--- config.mk ---
export PLATFORM = sky130hd
export DESIGN_NAME = trial_division_divisor_counter
export DESIGN_NICKNAME = d
export VERILOG_FILES = /design/src/rtl/core/tddc_pkg.sv /design/src/rtl/core/trial_division_divisor_counter.sv /design/src/rtl/core/tddc_datapath.sv /design/src/rtl/core/tddc_controller.sv
export SDC_FILE = /design/constraint.sdc
export NUM_CORES = 1
export LEC_CHECK = 0
export BUFFER_PORTS_ARGS = -buffer_cell sky130_fd_sc_hd__buf_4
export CAP_MARGIN = 10
export CORE_UTILIZATION = 45
export DETAILED_ROUTE_END_ITERATION = 10
export PLACE_DENSITY = 0.62
export RECOVER_POWER = 100
export SYNTH_ARGS = -nofsm -noshare
export SYNTH_HDL_FRONTEND = slang
export SYNTH_HIERARCHICAL = 1
export SYNTH_SLANG_ARGS = --single-unit
--- constraint.sdc ---
create_clock -name aclk -period 7.4 [get_ports aclk]
set_input_delay 0 -clock aclk [delete_from_list [all_inputs] [get_ports aclk]]
set_output_delay 0 -clock aclk [all_outputs]
set_load 0.1 [all_outputs]
--- src/rtl/core/tddc_pkg.sv ---
// shared constants, command/status structs and state type for the divisor counter
`default_nettype none

package tddc_pkg;

    // width of the value that is examined
    localparam int VALUE_BITS   = 31;
    // fixed field widths of the streams
    localparam int NUMBER_BITS  = 31;
    localparam int COUNT_BITS   = 12;
    localparam int S_TDATA_BITS = ((NUMBER_BITS + 7) / 8) * 8;
    localparam int M_TDATA_BITS = ((COUNT_BITS + 1 + 7) / 8) * 8;

    // candidate, running square, partial remainder and bit index widths
    localparam int CAND_BITS    = VALUE_BITS / 2 + 1;
    localparam int SQ_BITS      = 2 * CAND_BITS;
    localparam int REM_BITS     = CAND_BITS + 1;
    localparam int BIT_IDX_BITS = $clog2(VALUE_BITS);

    localparam logic [COUNT_BITS-1:0] COUNT_MAX = {COUNT_BITS{1'b1}};

    // controller states
    typedef enum logic [2:0] {
        ST_IDLE,
        ST_CHECK,
        ST_DIV,
        ST_ACC,
        ST_DONE
    } tddc_state_t;

    // commands from controller to datapath
    typedef struct packed {
        logic load;
        logic div_init;
        logic div_step;
        logic acc;
        logic result_load;
    } tddc_cmd_t;

    // status from datapath to controller
    typedef struct packed {
        logic sq_le_n;
        logic div_last;
    } tddc_status_t;

endpackage

`default_nettype wire

--- src/rtl/core/trial_division_divisor_counter.sv ---
// top level of the trial-division divisor counter
// Takes one word holding a value n and returns one word with the number of positive
// divisors of n and a prime flag (0 divisors for n = 0, 1 for n = 1). Candidates i run
// from 2 while i*i <= n; the square is kept by adding 2i+1, so no multiplier is used.
// Each candidate takes one pass of a one-bit-per-cycle restoring remainder unit over
// every bit of n, plus a check state and an accumulate state. One word is worked on
// at a time; a new word is taken as soon as the previous result sits in the output
// register, even if it has not been taken yet.
`default_nettype none

module trial_division_divisor_counter
    import tddc_pkg::*;
(
    input  wire logic                    aclk,
    input  wire logic                    aresetn,
    input  wire logic                    s_tvalid,
    output logic                         s_tready,
    input  wire logic [S_TDATA_BITS-1:0] s_tdata,   // [30:0] number
    output logic                         m_tvalid,
    input  wire logic                    m_tready,
    output logic [M_TDATA_BITS-1:0]      m_tdata    // [11:0] divisor_count, [12] prime_flag
);

    tddc_cmd_t             cmd;
    tddc_status_t          status;
    logic [COUNT_BITS-1:0] m_count;
    logic                  m_prime;

    // sequencing
    tddc_controller u_ctrl (
        .aclk     (aclk),
        .aresetn  (aresetn),
        .s_tvalid (s_tvalid),
        .s_tready (s_tready),
        .m_tvalid (m_tvalid),
        .m_tready (m_tready),
        .status   (status),
        .cmd      (cmd)
    );

    // arithmetic
    tddc_datapath u_dp (
        .aclk    (aclk),
        .cmd     (cmd),
        .number  (s_tdata[NUMBER_BITS-1:0]),
        .status  (status),
        .m_count (m_count),
        .m_prime (m_prime)
    );

    // pack the result word
    assign m_tdata = M_TDATA_BITS'({m_prime, m_count});

endmodule

`default_nettype wire

--- src/rtl/core/tddc_datapath.sv ---
// datapath: candidate and square tracking, bit-serial remainder, divisor count
`default_nettype none

module tddc_datapath
    import tddc_pkg::*;
(
    input  wire logic                   aclk,
    input  wire tddc_cmd_t              cmd,
    input  wire logic [NUMBER_BITS-1:0] number,
    output tddc_status_t                status,
    output logic [COUNT_BITS-1:0]       m_count,
    output logic                        m_prime
);

    logic [VALUE_BITS-1:0]   n_reg;
    logic [CAND_BITS-1:0]    cand_reg;
    logic [SQ_BITS-1:0]      sq_reg;
    logic [REM_BITS-1:0]     rem_reg;
    logic [BIT_IDX_BITS-1:0] bit_reg;
    logic [COUNT_BITS-1:0]   count_reg;
    logic [COUNT_BITS-1:0]   m_count_reg;
    logic                    m_prime_reg;

    logic [VALUE_BITS-1:0]   n_in;
    logic [COUNT_BITS-1:0]   count_init;
    logic [REM_BITS-1:0]     shifted;
    logic [REM_BITS-1:0]     rem_next;
    logic [COUNT_BITS:0]     count_sum;
    logic [COUNT_BITS-1:0]   count_next;
    logic                    is_root;
    logic                    prime;

    // incoming value, bits above the examined width dropped
    assign n_in = VALUE_BITS'(number);

    // 1 and n are divisors from the start; zero and one are special
    always_comb begin
        if (n_in == '0) begin
            count_init = '0;
        end else if (n_in == VALUE_BITS'(1)) begin
            count_init = COUNT_BITS'(1);
        end else begin
            count_init = COUNT_BITS'(2);
        end
    end

    // one restoring remainder step, msb of n first
    assign shifted  = {rem_reg[REM_BITS-2:0], n_reg[bit_reg]};
    assign rem_next = (shifted >= REM_BITS'(cand_reg)) ? shifted - REM_BITS'(cand_reg)
                                                       : shifted;

    // a divisor equal to its cofactor is the square root, counted once
    assign is_root   = (sq_reg == SQ_BITS'(n_reg));
    assign count_sum = {1'b0, count_reg} + (is_root ? (COUNT_BITS + 1)'(1)
                                                    : (COUNT_BITS + 1)'(2));
    assign count_next = count_sum[COUNT_BITS] ? COUNT_MAX : count_sum[COUNT_BITS-1:0];

    assign prime = (n_reg >= VALUE_BITS'(2)) && (count_reg == COUNT_BITS'(2));

    // status back to the controller
    assign status.sq_le_n  = (sq_reg <= SQ_BITS'(n_reg));
    assign status.div_last = (bit_reg == '0);

    // working registers
    always_ff @(posedge aclk) begin
        if (cmd.load) begin
            n_reg     <= n_in;
            cand_reg  <= CAND_BITS'(2);
            sq_reg    <= SQ_BITS'(4);
            count_reg <= count_init;
        end
        if (cmd.div_init) begin
            rem_reg <= '0;
            bit_reg <= BIT_IDX_BITS'(VALUE_BITS - 1);
        end
        if (cmd.div_step) begin
            rem_reg <= rem_next;
            bit_reg <= bit_reg - BIT_IDX_BITS'(1);
        end
        if (cmd.acc) begin
            if (rem_reg == '0) begin
                count_reg <= count_next;
            end
            cand_reg <= cand_reg + CAND_BITS'(1);
            sq_reg   <= sq_reg + SQ_BITS'({cand_reg, 1'b0}) + SQ_BITS'(1);
        end
        if (cmd.result_load) begin
            m_count_reg <= count_reg;
            m_prime_reg <= prime;
        end
    end

    assign m_count = m_count_reg;
    assign m_prime = m_prime_reg;

endmodule

`default_nettype wire

--- src/rtl/core/tddc_controller.sv ---
// controller: sequences load, trial loop and result hand-off
`default_nettype none

module tddc_controller
    import tddc_pkg::*;
(
    input  wire logic         aclk,
    input  wire logic         aresetn,
    input  wire logic         s_tvalid,
    output logic              s_tready,
    output logic              m_tvalid,
    input  wire logic         m_tready,
    input  wire tddc_status_t status,
    output tddc_cmd_t         cmd
);

    tddc_state_t state_reg;
    tddc_state_t state_next;
    logic        out_valid_reg;
    logic        out_valid_next;
    logic        out_free;

    assign out_free = !out_valid_reg || m_tready;

    // state and output word valid registers
    always_ff @(posedge aclk) begin
        if (!aresetn) begin
            state_reg     <= ST_IDLE;
            out_valid_reg <= 1'b0;
        end else begin
            state_reg     <= state_next;
            out_valid_reg <= out_valid_next;
        end
    end

    // next state
    always_comb begin
        state_next = state_reg;
        unique case (state_reg)
            ST_IDLE: begin
                if (s_tvalid) begin
                    state_next = ST_CHECK;
                end
            end
            ST_CHECK: begin
                state_next = status.sq_le_n ? ST_DIV : ST_DONE;
            end
            ST_DIV: begin
                if (status.div_last) begin
                    state_next = ST_ACC;
                end
            end
            ST_ACC: begin
                state_next = ST_CHECK;
            end
            ST_DONE: begin
                if (out_free) begin
                    state_next = ST_IDLE;
                end
            end
            default: begin
                state_next = ST_IDLE;
            end
        endcase
    end

    // commands and handshake outputs
    always_comb begin
        cmd      = '0;
        s_tready = 1'b0;
        out_valid_next = out_valid_reg && !m_tready;
        unique case (state_reg)
            ST_IDLE: begin
                // no word is taken while reset is held
                s_tready = aresetn;
                cmd.load = s_tvalid;
            end
            ST_CHECK: begin
                cmd.div_init = status.sq_le_n;
            end
            ST_DIV: begin
                cmd.div_step = 1'b1;
            end
            ST_ACC: begin
                cmd.acc = 1'b1;
            end
            ST_DONE: begin
                if (out_free) begin
                    cmd.result_load = 1'b1;
                    out_valid_next  = 1'b1;
                end
            end
            default: begin
                cmd = '0;
            end
        endcase
    end

    assign m_tvalid = out_valid_reg;

    // at most one datapath command per cycle
    a_cmd_onehot: assert property (@(posedge aclk) disable iff (!aresetn)
        $onehot0({cmd.load, cmd.div_init, cmd.div_step, cmd.acc, cmd.result_load}))
        else $error("more than one datapath command at once");

    // a waiting result word is never overwritten
    a_no_overwrite: assert property (@(posedge aclk) disable iff (!aresetn)
        (out_valid_reg && !m_tready) |-> !cmd.result_load)
        else $error("result word overwritten while stalled");

    // an accepted word starts the candidate loop
    a_load_check: assert property (@(posedge aclk) disable iff (!aresetn)
        (s_tvalid && s_tready) |=> (state_reg == ST_CHECK))
        else $error("accepted word did not start the loop");

    // every remainder pass ends with an accumulate step
    a_div_acc: assert property (@(posedge aclk) disable iff (!aresetn)
        (cmd.div_step && status.div_last) |=> cmd.acc)
        else $error("remainder pass not followed by accumulate");

endmodule

`default_nettype wire
==> summary.txt <==
Outcome
  • Status: finished, violations left
  • Failing checks: DRC, capacitance limit, slew limit

Logic synthesis
  • Largest family of logic cells by synthesized area: simple AND/OR/NAND/NOR gates
  • Sequential share of the synthesized area: 44.84%
  • Simple-gate share of the synthesized area: 17.28%
  • Top cells by area, synth: edfxtp_1 41%, ha_1 10%, dfxtp_1 3.8%
  • Syn. warnings: 6
  • Post-synthesis async set-or-reset flop share: 0%
  • Xor-xnor portion of the synthesized cell area: 4.197%
  • Synth Register Bits: 130
  • Synth top area share: 41.01%
  • Multiplexer share of the synthesized area: 4.931%
  • Compound-gate portion of the synthesized area: 13.25%
  • Average size of a mapped cell: 10.34 sq um
  • Mapped cell area: 8348 sq um
  • Adder-cell share of the synthesized area: 10.76%
  • Number of synthesized flops with an enable pin: 114
  • Largest area contributor in the netlist: edfxtp_1
  • Cell with the most instances after synthesis: edfxtp_1
  • Cells after Synth: 807
  • Synth unique cells: 79
  • Top cells by count, synth: 114 x edfxtp_1, 85 x nor2_1, 67 x ha_1, 67 x inv_1, 57 x a21oi_1
  • Top FF cell, synth: edfxtp_1

Timing
  • Setup violators final: 0
  • Slew headroom: -86.56%
  • Worst Skew: 0.01095 ns
  • RSZ-0062 raised after global routing: no
  • Setup TNS: 0 ns
  • Final max-slew violation count: 111
  • Final Cycle Share: 65.55%
  • Hold Fails Final Rpt: 0
  • Worst Max-Slew Pin Slew: 2.798 ns
  • Post-route minimum period: 4.850 ns
  • Fmax: 206.2 MHz

Finish
  • Layout cell share with drive strength beyond 1: 7.624%
  • Fin util: 53.25%
  • Max FFs per register: 32
  • Antenna diodes: 0
  • Layout net count: 998
  • Synth-to-layout area growth: 15.36%

Setup path
  • CP Data Required Time: 7.37 ns
  • Setup crit end kind: flip-flop
  • Setup CP Type: reg -> reg
  • FF-to-FF path depth: 4
  • Worst Path Arrival: 4.82 ns
  • Worst-path maximum fanout: 48
  • Crit start category: flip-flop

Power
  • Pwr Density: 221.4 nW/um^2
  • Design Power: 2.132 mW
  • Leak: 3.790 nW
  • VDD IR-drop max: 0.1744 mV

Placement
  • GP Congestion: 0.8910
  • # port buffers: 49
  • Post-DP HPWL: 14350 um

Global routing
  • Met3 GRT Util: 3.533%
  • First-pass GRT wire length: 32380 um
  • Vias in the first global route: 6340
  • Antenna violations before repair: 0
  • GR Util All Layers: 21.41%
  • GRT busiest layer: met2
  • Largest net degree at the start of global routing: 49
  • Met1 GRT Util: 27.67%
  • Gr ovfl total: 0
  • Grt met2 use: 36.57%

Routing
  • Routed WL: 19890 um
  • Vias after detailed routing: 6464
  • Avg Vias per Cell: 5.700
  • # DRC: 5
  • Post-DR wirelength/cell: 17.54 um
  • DRT Pass-1 Iters: 8
  • Final antenna-violating net count: 0
  • Initial drt markers: 408

Floorplanning
  • Die Ht: 138.2 um
  • Core area: 18090 sq um
  • Die X-Extent: 138.2 um
  • Row count: 49
  • Initial Util: 46.16%
  • Die ar.: 19100 sq um
  • IO Count: 54

Clock tree
  • CTS tree: done
  • CTS sink cnt: 130
  • CTS Buf Count: 17
  • Worst skew pair latency: 0.42 ns
  • Clk pin slew, worst setup/hold paths: 0.06 ns
  • Clock Tree Root: clkbuf_16
  • CTS max path bufs: 2
  • H-tree levels: 4

Flow run
  • Max-cap violation count: 3

Min path
  • Hold Crit Depth: 2
  • Type of the worst min-delay path: in -> reg
[routing by layer]
layer | wire length (um) | share of wire, %
met2 | 9570 | 48
met5 | 0 | 0
met1 | 9214 | 46
met4 | 307 | 1.5
met3 | 801 | 4.0
[layout by cell type (no fill, tap or decap), types with 4 or more instances in the layout]
cell / netlist / layout
nand2b_1: 13 / 13
nand2_1: 39 / 39
nand3_1: 21 / 21
xor2_1: 9 / 9
nor2b_1: 10 / 10
xnor2_1: 31 / 31
inv_4: 0 / 4
a211oi_1: 7 / 7
mux2i_1: 19 / 19
and3_1: 10 / 10
o21ai_0: 21 / 23
a31oi_1: 3 / 4
o211ai_1: 4 / 4
ha_1: 67 / 67
dlygate4sd3_1: 0 / 35
o21a_1: 5 / 5
inv_1: 67 / 68
nand3b_1: 4 / 4
nor4_1: 19 / 19
nor3_1: 18 / 19
clkbuf_16: 0 / 18
mux4_2: 8 / 8
edfxtp_1: 114 / 114
a21oi_1: 57 / 56
a21o_1: 18 / 18
clkbuf_1: 9 / 33
clkbuf_4: 0 / 18
or3_1: 11 / 11
nor2_1: 85 / 86
o21bai_1: 5 / 6
nand4_1: 20 / 20
o21ai_1: 15 / 14
dfxtp_1: 16 / 16
[power breakdown]
part | leakage, nW | internal [mW] | total, mW | switching, mW
Sequential | 1.21 | 0.856 | 0.903 | 0.0476
Clock | 0.291 | 0.503 | 0.830 | 0.327
Combinational | 2.29 | 0.165 | 0.399 | 0.234
Total | 3.79 | 1.52 | 2.13 | 0.609
[cells by family (layout without fill, tap and decap cells)]
logic type	after synthesis	count (layout)
AO/OA/AOI/OAI	166	166
buffers and inverters	92	188
multiplexers	30	30
adder cells (fa/ha/maj)	70	70
AND/OR/NAND/NOR	278	278
other	1	3
flip-flops	130	130
XOR/XNOR	40	40
[layout make-up]
| cell class | count | area [sq um] |
|---|---|---|
| fillers | 1652 | 8456 |
| repair buffers | 87 | 624.3 |
| well taps | 229 | 286.5 |
| flip-flops and latches | 130 | 3744 |
| multi-input cells | 587 | 4136 |
| clock buffers | 22 | 485.5 |
| inverters | 69 | 259.0 |
| clock inverters | 10 | 95.09 |
[critical path, cell delays in order, from the launching register on]
cell and delay (ns):
dfxtp_1 0.39, nor4b_1 0.31, clkbuf_1 1.40, or2_2 0.29
clkbuf_1 1.97
[what timing repair did]
| action | 4_1_cts | 5_1_grt |
|---|---|---|
| resized for setup | 0 | 0 |
| hold buffers | 35 | 0 |
| buffers inserted | 0 | 0 |
| endpoints found under the hold margin | 36 | 0 |
[worst paths after layout]
path                        from           endpoint  slack, ns
min                  s_tdata[30]     u_dp/n_reg[30]       0.32
min reg2reg    u_dp/count_reg[7]    u_dp/m_count[7]       0.50
max reg2reg  u_ctrl/state_reg[2]  u_dp/cand_reg[13]       2.55
max          u_ctrl/state_reg[2]  u_dp/cand_reg[13]       2.55
[through the flow]
step	worst slack, ns	hold slack (ns)	std cells	area (sq um)
CTS	3.015	0.2988	1134	9841
finish	2.550	0.3247	1134	9630
floorplan	1.767	0.09887	809	8356
global placement	3.044	0.1892	1067	8910
global route	2.032	0.3299	1134	9630
detailed placement	3.033	0.1913	1067	8910
No activity file was read; power rests on OpenSTA's default activity.
